===== src/design/memory_test_pattern_fill_verify_defines.svh =====
// ---------------------------------------------------------------------------
// Memory test pattern fill/verify: assertion macros
// Shared property forms for the checks at the end of the top level.
// ---------------------------------------------------------------------------
`ifndef MEMORY_TEST_PATTERN_FILL_VERIFY_DEFINES_SVH
`define MEMORY_TEST_PATTERN_FILL_VERIFY_DEFINES_SVH

// same-cycle implication
`define MTPFV_ASSERT_IMP(label, clk, rst, ante, cons, msg) \
  label: assert property (@(posedge clk) disable iff (rst) (ante) |-> (cons)) \
    else $error(msg);

// next-cycle implication
`define MTPFV_ASSERT_NXT(label, clk, rst, ante, cons, msg) \
  label: assert property (@(posedge clk) disable iff (rst) (ante) |=> (cons)) \
    else $error(msg);

`endif


===== src/design/mtpfv_pkg.sv =====
// ---------------------------------------------------------------------------
// Memory test pattern fill/verify: package
// Widths, register indexes, pattern codes, seed constants and shared types.
// ---------------------------------------------------------------------------
`default_nettype none

package mtpfv_pkg;

  localparam int WORD_W    = 32;
  localparam int IDX_W     = 31;
  localparam int CNT_W     = 8;
  localparam int KIND_W    = 2;
  localparam int REG_IDX_W = 3;

  localparam int OUT_FIELDS_W = 2 * WORD_W + 1 + CNT_W;
  localparam int OUT_TDATA_W  = ((OUT_FIELDS_W + 7) / 8) * 8;
  localparam int OUT_PAD_W    = OUT_TDATA_W - OUT_FIELDS_W;

  typedef enum logic [REG_IDX_W-1:0] {
    REG_BASE  = 3'd0,
    REG_COUNT = 3'd1,
    REG_KIND  = 3'd2,
    REG_MODE  = 3'd3,
    REG_LIMIT = 3'd4
  } reg_index_t;

  localparam logic [KIND_W-1:0] KIND_ZERO   = 2'd0;
  localparam logic [KIND_W-1:0] KIND_INCR   = 2'd1;
  localparam logic [KIND_W-1:0] KIND_BASE   = 2'd2;
  localparam logic [KIND_W-1:0] KIND_RANDOM = 2'd3;

  localparam logic [WORD_W-1:0] SEED_MUL_A = 32'hdeadbeef;
  localparam logic [WORD_W-1:0] SEED_MUL_B = 32'hcaf76451;
  localparam int TAP_HIGH_BIT = 31;
  localparam int TAP_MID_BIT  = 27;

  localparam logic [WORD_W-1:0] RST_BASE  = 32'd0;
  localparam logic [IDX_W-1:0]  RST_COUNT = 31'd1;
  localparam logic [KIND_W-1:0] RST_KIND  = KIND_ZERO;
  localparam logic              RST_MODE  = 1'b0;
  localparam logic [CNT_W-1:0]  RST_LIMIT = 8'd10;
  localparam logic [CNT_W-1:0]  CNT_MAX   = 8'hff;

  typedef struct packed {
    logic full;
    logic empty;
  } q_status_t;

  typedef struct packed {
    logic [CNT_W-1:0]  mismatch_total;
    logic              mismatch;
    logic [WORD_W-1:0] pattern_word;
    logic [WORD_W-1:0] word_address;
  } result_t;

endpackage

`default_nettype wire


===== src/design/mtpfv_fifo.sv =====
// ---------------------------------------------------------------------------
// Memory test pattern fill/verify: read word queue
// Short queue of read words between the front stage and the engine.
// ---------------------------------------------------------------------------
`default_nettype none

module mtpfv_fifo
  import mtpfv_pkg::*;
#(
  parameter int DEPTH = 2
) (
  input  wire logic              clk,
  input  wire logic              rst,
  input  wire logic              push,
  input  wire logic [WORD_W-1:0] push_data,
  input  wire logic              pop,
  output logic      [WORD_W-1:0] pop_data,
  output q_status_t              stat
);

  localparam int PW = $clog2(DEPTH);
  localparam int CW = $clog2(DEPTH + 1);

  logic [WORD_W-1:0] mem [DEPTH];
  logic [PW-1:0]     wr_ptr;
  logic [PW-1:0]     rd_ptr;
  logic [CW-1:0]     count;

  assign stat.full  = (count == CW'(DEPTH));
  assign stat.empty = (count == '0);
  assign pop_data   = mem[rd_ptr];

  always_ff @(posedge clk) begin
    if (push) begin
      mem[wr_ptr] <= push_data;
    end
  end

  always_ff @(posedge clk) begin
    if (rst) begin
      wr_ptr <= '0;
      rd_ptr <= '0;
      count  <= '0;
    end else begin
      if (push) begin
        wr_ptr <= (wr_ptr == PW'(DEPTH - 1)) ? '0 : wr_ptr + PW'(1);
      end
      if (pop) begin
        rd_ptr <= (rd_ptr == PW'(DEPTH - 1)) ? '0 : rd_ptr + PW'(1);
      end
      case ({push, pop})
        2'b10:   count <= count + CW'(1);
        2'b01:   count <= count - CW'(1);
        default: count <= count;
      endcase
    end
  end

endmodule

`default_nettype wire


===== src/design/mtpfv_front.sv =====
// ---------------------------------------------------------------------------
// Memory test pattern fill/verify: front stage
// Accept read words from the input stream and hand them to the queue.
// ---------------------------------------------------------------------------
`default_nettype none

module mtpfv_front
  import mtpfv_pkg::*;
(
  input  wire logic              clk,
  input  wire logic              rst,
  input  wire logic              s_tvalid,
  output logic                   s_tready,
  input  wire logic [WORD_W-1:0] s_tdata,
  input  wire q_status_t         q_stat,
  output logic                   push,
  output logic      [WORD_W-1:0] push_data
);

  logic              hold_valid;
  logic              hold_valid_next;
  logic [WORD_W-1:0] hold_word;
  logic              accept;

  assign push            = hold_valid && !q_stat.full;
  assign push_data       = hold_word;
  assign s_tready        = !hold_valid || push;
  assign accept          = s_tvalid && s_tready;
  assign hold_valid_next = (hold_valid && !push) || accept;

  always_ff @(posedge clk) begin
    if (rst) begin
      hold_valid <= 1'b0;
    end else begin
      hold_valid <= hold_valid_next;
    end
  end

  always_ff @(posedge clk) begin
    if (accept) begin
      hold_word <= s_tdata;
    end
  end

endmodule

`default_nettype wire


===== src/design/mtpfv_back.sv =====
// ---------------------------------------------------------------------------
// Memory test pattern fill/verify: engine
// Hold configuration, seed and step the pattern generators, compare, count
// mismatches and drive the registered result.
// ---------------------------------------------------------------------------
`default_nettype none

module mtpfv_back
  import mtpfv_pkg::*;
(
  input  wire logic                 clk,
  input  wire logic                 rst,
  input  wire logic                 cfg_write,
  input  wire logic [REG_IDX_W-1:0] cfg_index,
  input  wire logic [WORD_W-1:0]    cfg_data,
  input  wire q_status_t            q_stat,
  input  wire logic [WORD_W-1:0]    read_word,
  output logic                      pop,
  output logic                      m_tvalid,
  input  wire logic                 m_tready,
  output result_t                   result,
  output logic                      pass_end
);

  logic [WORD_W-1:0] base;
  logic [IDX_W-1:0]  count;
  logic [KIND_W-1:0] kind;
  logic              mode;
  logic [CNT_W-1:0]  limit;
  logic              reseed;
  logic              cfg_hit;

  logic [WORD_W-1:0] seed_a;
  logic [WORD_W-1:0] seed_b;
  logic [WORD_W-1:0] seed_a_next;
  logic [WORD_W-1:0] seed_b_next;
  logic [WORD_W-1:0] prod_a;

  logic [WORD_W-1:0] gen_a;
  logic [WORD_W-1:0] gen_b;
  logic [WORD_W-1:0] gen_a_next;
  logic [WORD_W-1:0] gen_b_next;
  logic [IDX_W-1:0]  idx;
  logic [CNT_W-1:0]  cnt;
  logic [CNT_W-1:0]  cnt_next;

  logic [WORD_W-1:0] addr;
  logic [WORD_W-1:0] pattern;
  logic [WORD_W-1:0] rnd_a;
  logic [WORD_W-1:0] rnd_b;
  logic [WORD_W-1:0] idx_inc;
  logic              mis;
  logic              end_now;

  always_comb begin
    case (reg_index_t'(cfg_index))
      REG_BASE, REG_COUNT, REG_KIND, REG_MODE, REG_LIMIT: cfg_hit = cfg_write;
      default: cfg_hit = 1'b0;
    endcase
  end

  assign prod_a      = base * SEED_MUL_A;
  assign seed_b_next = base * SEED_MUL_B;

  always_comb begin
    case (kind)
      KIND_BASE:   seed_a_next = base;
      KIND_RANDOM: seed_a_next = prod_a + {1'b0, count};
      default:     seed_a_next = '0;
    endcase
  end

  assign rnd_a = {gen_a[WORD_W-2:0], 1'b0}
               ^ {{(WORD_W-1){1'b0}}, ~gen_a[TAP_HIGH_BIT]}
               ^ {{(WORD_W-1){1'b0}}, ~gen_a[TAP_MID_BIT]};
  assign rnd_b = {gen_b[18:0], gen_b[31:19]}
               ^ {{(WORD_W-1){1'b0}}, ~gen_b[TAP_HIGH_BIT]}
               ^ {{(WORD_W-1){1'b0}}, ~gen_b[TAP_MID_BIT]};

  always_comb begin
    gen_a_next = gen_a;
    gen_b_next = gen_b;
    case (kind)
      KIND_INCR, KIND_BASE: begin
        pattern    = gen_a;
        gen_a_next = gen_a + WORD_W'(1);
      end
      KIND_RANDOM: begin
        pattern    = rnd_a ^ rnd_b;
        gen_a_next = rnd_a;
        gen_b_next = rnd_b;
      end
      default: pattern = '0;
    endcase
  end

  assign addr     = base + {idx[WORD_W-3:0], 2'b00};
  assign mis      = mode && (read_word != pattern);
  assign cnt_next = (mis && (cnt != CNT_MAX)) ? cnt + CNT_W'(1) : cnt;
  assign idx_inc  = {1'b0, idx} + WORD_W'(1);
  assign end_now  = (idx_inc >= {1'b0, count})
                 || (mis && (limit != '0) && (cnt_next >= limit));

  assign pop = !q_stat.empty && !reseed && (!m_tvalid || m_tready);

  always_ff @(posedge clk) begin
    if (rst) begin
      base   <= RST_BASE;
      count  <= RST_COUNT;
      kind   <= RST_KIND;
      mode   <= RST_MODE;
      limit  <= RST_LIMIT;
      reseed <= 1'b1;
      idx    <= '0;
      cnt    <= '0;
    end else begin
      if (reseed) begin
        idx    <= '0;
        cnt    <= '0;
        reseed <= 1'b0;
      end else if (pop) begin
        idx <= end_now ? '0 : idx_inc[IDX_W-1:0];
        cnt <= end_now ? '0 : cnt_next;
      end
      if (cfg_write) begin
        case (reg_index_t'(cfg_index))
          REG_BASE:  base  <= cfg_data;
          REG_COUNT: count <= cfg_data[IDX_W-1:0];
          REG_KIND:  kind  <= cfg_data[KIND_W-1:0];
          REG_MODE:  mode  <= cfg_data[0];
          REG_LIMIT: limit <= cfg_data[CNT_W-1:0];
          default: ;
        endcase
      end
      if (cfg_hit) begin
        reseed <= 1'b1;
      end
    end
  end

  always_ff @(posedge clk) begin
    if (reseed) begin
      seed_a <= seed_a_next;
      seed_b <= seed_b_next;
      gen_a  <= seed_a_next;
      gen_b  <= seed_b_next;
    end else if (pop) begin
      gen_a <= end_now ? seed_a : gen_a_next;
      gen_b <= end_now ? seed_b : gen_b_next;
    end
  end

  always_ff @(posedge clk) begin
    if (rst) begin
      m_tvalid <= 1'b0;
    end else if (pop) begin
      m_tvalid <= 1'b1;
    end else if (m_tready) begin
      m_tvalid <= 1'b0;
    end
  end

  always_ff @(posedge clk) begin
    if (pop) begin
      result.word_address   <= addr;
      result.pattern_word   <= pattern;
      result.mismatch       <= mis;
      result.mismatch_total <= cnt_next;
      pass_end              <= end_now;
    end
  end

endmodule

`default_nettype wire


===== src/design/memory_test_pattern_fill_verify.sv =====
// ---------------------------------------------------------------------------
// Memory test pattern fill/verify
// Fill or verify one region of 32-bit words with a zero, counting, address
// or pseudo-random pattern; one result per read word.
// ---------------------------------------------------------------------------
//   channel  direction  handshake            payload
//   s_*      in         s_tvalid/s_tready    read word
//   m_*      out        m_tvalid/m_tready    address, pattern, mismatch, total
//   cfg_*    in         cfg_write            register index, write data
//
// One word per clock unless the output stalls or the engine is seeding; the
// engine loop (generator step, compare, mismatch count, pass end) is
// combinational. Input words pass through the front stage, the queue and the
// output register. After reset or a write to a defined register the engine
// seeds the generators. Either side may stall independently.
// ---------------------------------------------------------------------------
`default_nettype none

module memory_test_pattern_fill_verify
  import mtpfv_pkg::*;
#(
  parameter int QUEUE_DEPTH = 2
) (
  input  wire logic                   clk,
  input  wire logic                   rst,
  input  wire logic                   s_tvalid,
  output logic                        s_tready,
  input  wire logic [WORD_W-1:0]      s_tdata,   // read_word
  output logic                        m_tvalid,
  input  wire logic                   m_tready,
  output logic      [OUT_TDATA_W-1:0] m_tdata,   // word_address, pattern_word,
                                                 // mismatch, mismatch_total
  output logic                        m_tlast,   // pass_end
  input  wire logic                   cfg_write,
  input  wire logic [REG_IDX_W-1:0]   cfg_index,
  input  wire logic [WORD_W-1:0]      cfg_data
);

`include "memory_test_pattern_fill_verify_defines.svh"

  q_status_t         q_stat;
  logic              push;
  logic [WORD_W-1:0] push_data;
  logic              pop;
  logic [WORD_W-1:0] pop_data;
  result_t           result;

  mtpfv_front u_front (
    .clk       (clk),
    .rst       (rst),
    .s_tvalid  (s_tvalid),
    .s_tready  (s_tready),
    .s_tdata   (s_tdata),
    .q_stat    (q_stat),
    .push      (push),
    .push_data (push_data)
  );

  mtpfv_fifo #(
    .DEPTH (QUEUE_DEPTH)
  ) u_fifo (
    .clk       (clk),
    .rst       (rst),
    .push      (push),
    .push_data (push_data),
    .pop       (pop),
    .pop_data  (pop_data),
    .stat      (q_stat)
  );

  mtpfv_back u_back (
    .clk       (clk),
    .rst       (rst),
    .cfg_write (cfg_write),
    .cfg_index (cfg_index),
    .cfg_data  (cfg_data),
    .q_stat    (q_stat),
    .read_word (pop_data),
    .pop       (pop),
    .m_tvalid  (m_tvalid),
    .m_tready  (m_tready),
    .result    (result),
    .pass_end  (m_tlast)
  );

  assign m_tdata = {{OUT_PAD_W{1'b0}}, result};

  `MTPFV_ASSERT_IMP(a_no_overflow, clk, rst, push, !q_stat.full, "queue push while full")
  `MTPFV_ASSERT_IMP(a_no_underflow, clk, rst, pop, !q_stat.empty, "queue pop while empty")
  `MTPFV_ASSERT_IMP(a_mis_counted, clk, rst, m_tvalid && result.mismatch, result.mismatch_total != '0, "mismatch with zero total")
  `MTPFV_ASSERT_NXT(a_pop_shows, clk, rst, pop, m_tvalid, "engine result not presented")

endmodule

`default_nettype wire


===== config.mk =====
export PLATFORM = sky130hd
export DESIGN_NAME = memory_test_pattern_fill_verify
export DESIGN_NICKNAME = d
export VERILOG_FILES = /design/src/design/mtpfv_pkg.sv /design/src/design/mtpfv_fifo.sv /design/src/design/mtpfv_front.sv /design/src/design/mtpfv_back.sv /design/src/design/memory_test_pattern_fill_verify.sv
export VERILOG_INCLUDE_DIRS = /design/src /design/src/design
export SDC_FILE = /design/constraint.sdc
export NUM_CORES = 2
export LEC_CHECK = 0
export ABC_AREA = 0
export BUFFER_PORTS_ARGS = -buffer_cell sky130_fd_sc_hd__clkbuf_2
export CAP_MARGIN = 20
export CORE_MARGIN = 10
export CORE_UTILIZATION = 58
export CTS_CLUSTER_SIZE = 20
export DETAILED_ROUTE_END_ITERATION = 8
export PLACE_DENSITY = 0.87
export SYNTH_ARGS = -nofsm -noshare
export SYNTH_HDL_FRONTEND = slang
export SYNTH_SLANG_ARGS = --single-unit

===== constraint.sdc =====
create_clock -name clk -period 7.3 [get_ports clk]
set_clock_uncertainty 0.2 [all_clocks]
set_input_delay 1.095 -clock clk [delete_from_list [all_inputs] [get_ports clk]]
set_output_delay 1.095 -clock clk [all_outputs]
set_load 0.1 [all_outputs]

==> impl_results.md <==
- GRT overflow: 0
- Peak supply drop: roughly 0.17 mV
- Largest net degree at the start of global routing: 83
- Leak: 20.5 nW
- Fmax: 0.140 GHz
- Synth Flop Type: edfxtp_1
- IO Port Bufs: 147
- Max Buffers Root-to-Sink: 3
- Filler cells: about 5,000
- Post-DP HPWL: about 100,000 um
- Chip height: 279 um
- Worst skew pair latency: 0.61 ns
- Worst-path clk slew: around 0.060 ns
- Crit path kind: reg2reg
- Clk root buf: clkbuf_16
- Post-synth EDFFs: between 200 and 300
- Synth Area in Simple Gates: 8.65%
- Synth top area share: 23.0%
- Ant diodes: 0
- RePlAce Congestion: about 1.1
- Area share of fa/ha/maj cells after synthesis: 36.6%
- Layout Nets: 5,046
- DRC Markers: 0
- Fin crit share: between 90% and 100%
- Status: finished clean
- Hold_ws: approximately 0.25 ns
- Mux contribution to synthesized area: 2.37%
- Synth top cells by count: inv_1 (720), fa_1 (445), ha_1 (425)
- Slew headroom: around 27%
- Maxcap violations: 0
- Die area: 77,700 sq um
- Share of cells above drive strength 1: 14.2%
- Initial drt markers: 3,099
- Placed cell area: 42,000 sq um
- Worst setup EP type: flop
- Setup repair after global routing missed its margin: yes
- Gr usage total: 31.8%
- Synth warnings: 0
- Avg Inst Size Synth: 10.3 sq um
- Asr flop ratio synth: 0%
- First-pass GRT wire length: 187,000 um
- Hold Fails Final Rpt: 0
- Worst EP required: 7.46 ns
- Site Rows: between 90 and 100
- Distinct cells, synth: 73
- Max-slew violation count: 0
- Total wire length: 123,000 um
- Ranking of synthesized cells by area: edfxtp_1 (23%), fa_1 (23%), ha_1 (14%)
- IO Pins: 155
- Synthesized area: 38,800 sq um
- Post-synthesis xor/xnor area fraction: 5.79%
- Die width: 279 um
- Yosys reg bits: ~420
- Fin crit period: 7.14 ns
- Crit Path Max Fanout: 10
- Tightest Hold Check Type: reg2reg
- Post-synth top area cell: edfxtp_1
- Pwr Total: 7.72 mW
- Initial antenna violation count: 1
- CTS Sinks: 419
- Syn Inst Count: around 3,800
- Post-synthesis sequential area ratio: 29.3%
- Hold buffer count at cts: 0
- Crit path DAT: between 7 and 8 ns
- First-pass DRT Iterations: 6
- P&R area growth vs syn: 13.3%
- CP startpoint kind: flop
- Measured slew at the worst slew-check pin: 1.09 ns
- Vias/cell: 5.97
- Vias in the first global route: around 30,000
- Antenna viol nets, final: 0
- Starting density of the core: 58.8%
- WL/cell: 24.7 um
- Final setup violating endpoints: 0
- Layout Utilization: 66.6%
- Largest family of logic cells by synthesized area: adder cells
- DR vias: roughly 30,000
- Synth Area in Compound Gates: a little under 9%
- TritonCTS clock tree: built
- Core area: 66,100 sq um
- Top-count cell post-synth: inv_1
- Pwr/cell area: 176 nW/um^2
- H-tree levels: 2
- Clock buffers created by TritonCTS: 45
- Finished layout cell area: approximately 44,000 sq um
## kinds of logic after synthesis
| logic type | Yosys count |
|---|---|
| XOR/XNOR | 255 |
| buffers and inverters | 858 |
| multiplexers | 89 |
| AO/OA/AOI/OAI | 553 |
| AND/OR/NAND/NOR | 734 |
| other | 1 |
| adder cells (fa/ha/maj) | 870 |
| flip-flops | 419 |
## sequential cells by signal, indices dropped and copies added (netlist names), 2 cells and up, named ones only
signal,cells
u_back.kind,2
u_fifo.count,2
u_back.cnt,8
u_back.base,32
u_fifo.mem,64
u_back.seed_b,32
u_back.gen_b,32
u_back.result,73
u_back.gen_a,32
u_back.seed_a,32
u_back.idx,31
u_back.limit,8
u_front.push_data,32
u_back.count,31
## through the flow
| step | setup WS, ns | TNS (ns) | cells |
|---|---|---|---|
| floorplan | 0.0201 | 0 | 3785 |
| global placement | -0.0150 | -0.0150 | 4905 |
| detailed placement | -0.0876 | -0.186 | 4905 |
| CTS | 0.0217 | 0 | 4988 |
| global route | -0.0349 | -0.196 | 5004 |
| finish | 0.163 | 0 | 5004 |
## layout make-up
cell class | instances | area [sq um] | area share (%)
Multi-Input combinational cell | 2508 | 24500 | 55.6
Sequential cell | 419 | 11400 | 25.9
Timing Repair Buffer | 407 | 2830 | 6.42
Inverter | 723 | 2730 | 6.20
Clock buffer | 59 | 1240 | 2.81
Tap cell | 864 | 1080 | 2.46
Clock inverter | 24 | 274 | 0.623
## repair_timing
item,CTS,global route
setup endpoints to repair,3,109
buffers inserted,0,18
pin swaps,0,32
resized for setup,4,86
## final timing paths
check	from	to	slack [ns]	cells after the start
worst max-delay path	u_back.base[21]	u_back.gen_a[29]	0.16	22
worst min register to register	u_front.push_data[11]	u_fifo.mem[0][11]	0.25	0
worst min-delay path	u_front.push_data[11]	u_fifo.mem[0][11]	0.25	0
worst max register to register	u_back.base[21]	u_back.gen_a[29]	0.16	22
## critical path, cell delays in order (launching register included)
cell	delay [ns]
dfxtp_1	0.35
buf_6	0.25
fa_1	0.44
fa_1	0.49
inv_1	0.05
fa_1	0.47
fa_1	0.59
inv_1	0.07
fa_1	0.50
fa_1	0.57
fa_1	0.44
fa_1	0.46
ha_1	0.37
inv_1	0.12
nor3_4	0.24
nand2_2	0.12
a2111oi_4	0.30
nor3_2	0.10
buf_4	0.15
o31ai_2	0.24
xnor2_1	0.15
o21ai_1	0.09
a2bb2oi_1	0.16
## metal layers
metal	vias up	wire, um	GRT usage (%)
met4	0	8670	17.6
met2	1668	56000	51.0
met1	14700	46200	40.2
met3	363	12500	6.18
met5	-	0	0
li1	13100	-	-
## cells in the final DEF, fill, tap and decap left out, types with 20 or more instances in the layout
cell type / n
ha_1: 417
fa_1: 440
o21ai_0: 97
nor2_1: 120
clkbuf_2: 147
and3_1: 21
nand4_1: 38
clkbuf_16: 45
dfxtp_1: 104
o21a_1: 20
a21oi_1: 186
a21o_1: 40
nand3_1: 73
mux2i_1: 65
mux2_2: 24
edfxtp_1: 298
xor2_1: 86
inv_1: 710
buf_4: 245
nand2_1: 349
o22ai_1: 38
xnor2_1: 167
a31oi_1: 38
## where the power goes
part	leakage [nW]	switching, mW	total (mW)	internal [mW]
combinational	15.8	1.51	2.42	0.901
sequential	3.98	0.183	2.96	2.78
clock	0.742	1.02	2.35	1.32
total	20.5	2.72	7.72	5.00
Power figures use the tool's default switching activity.
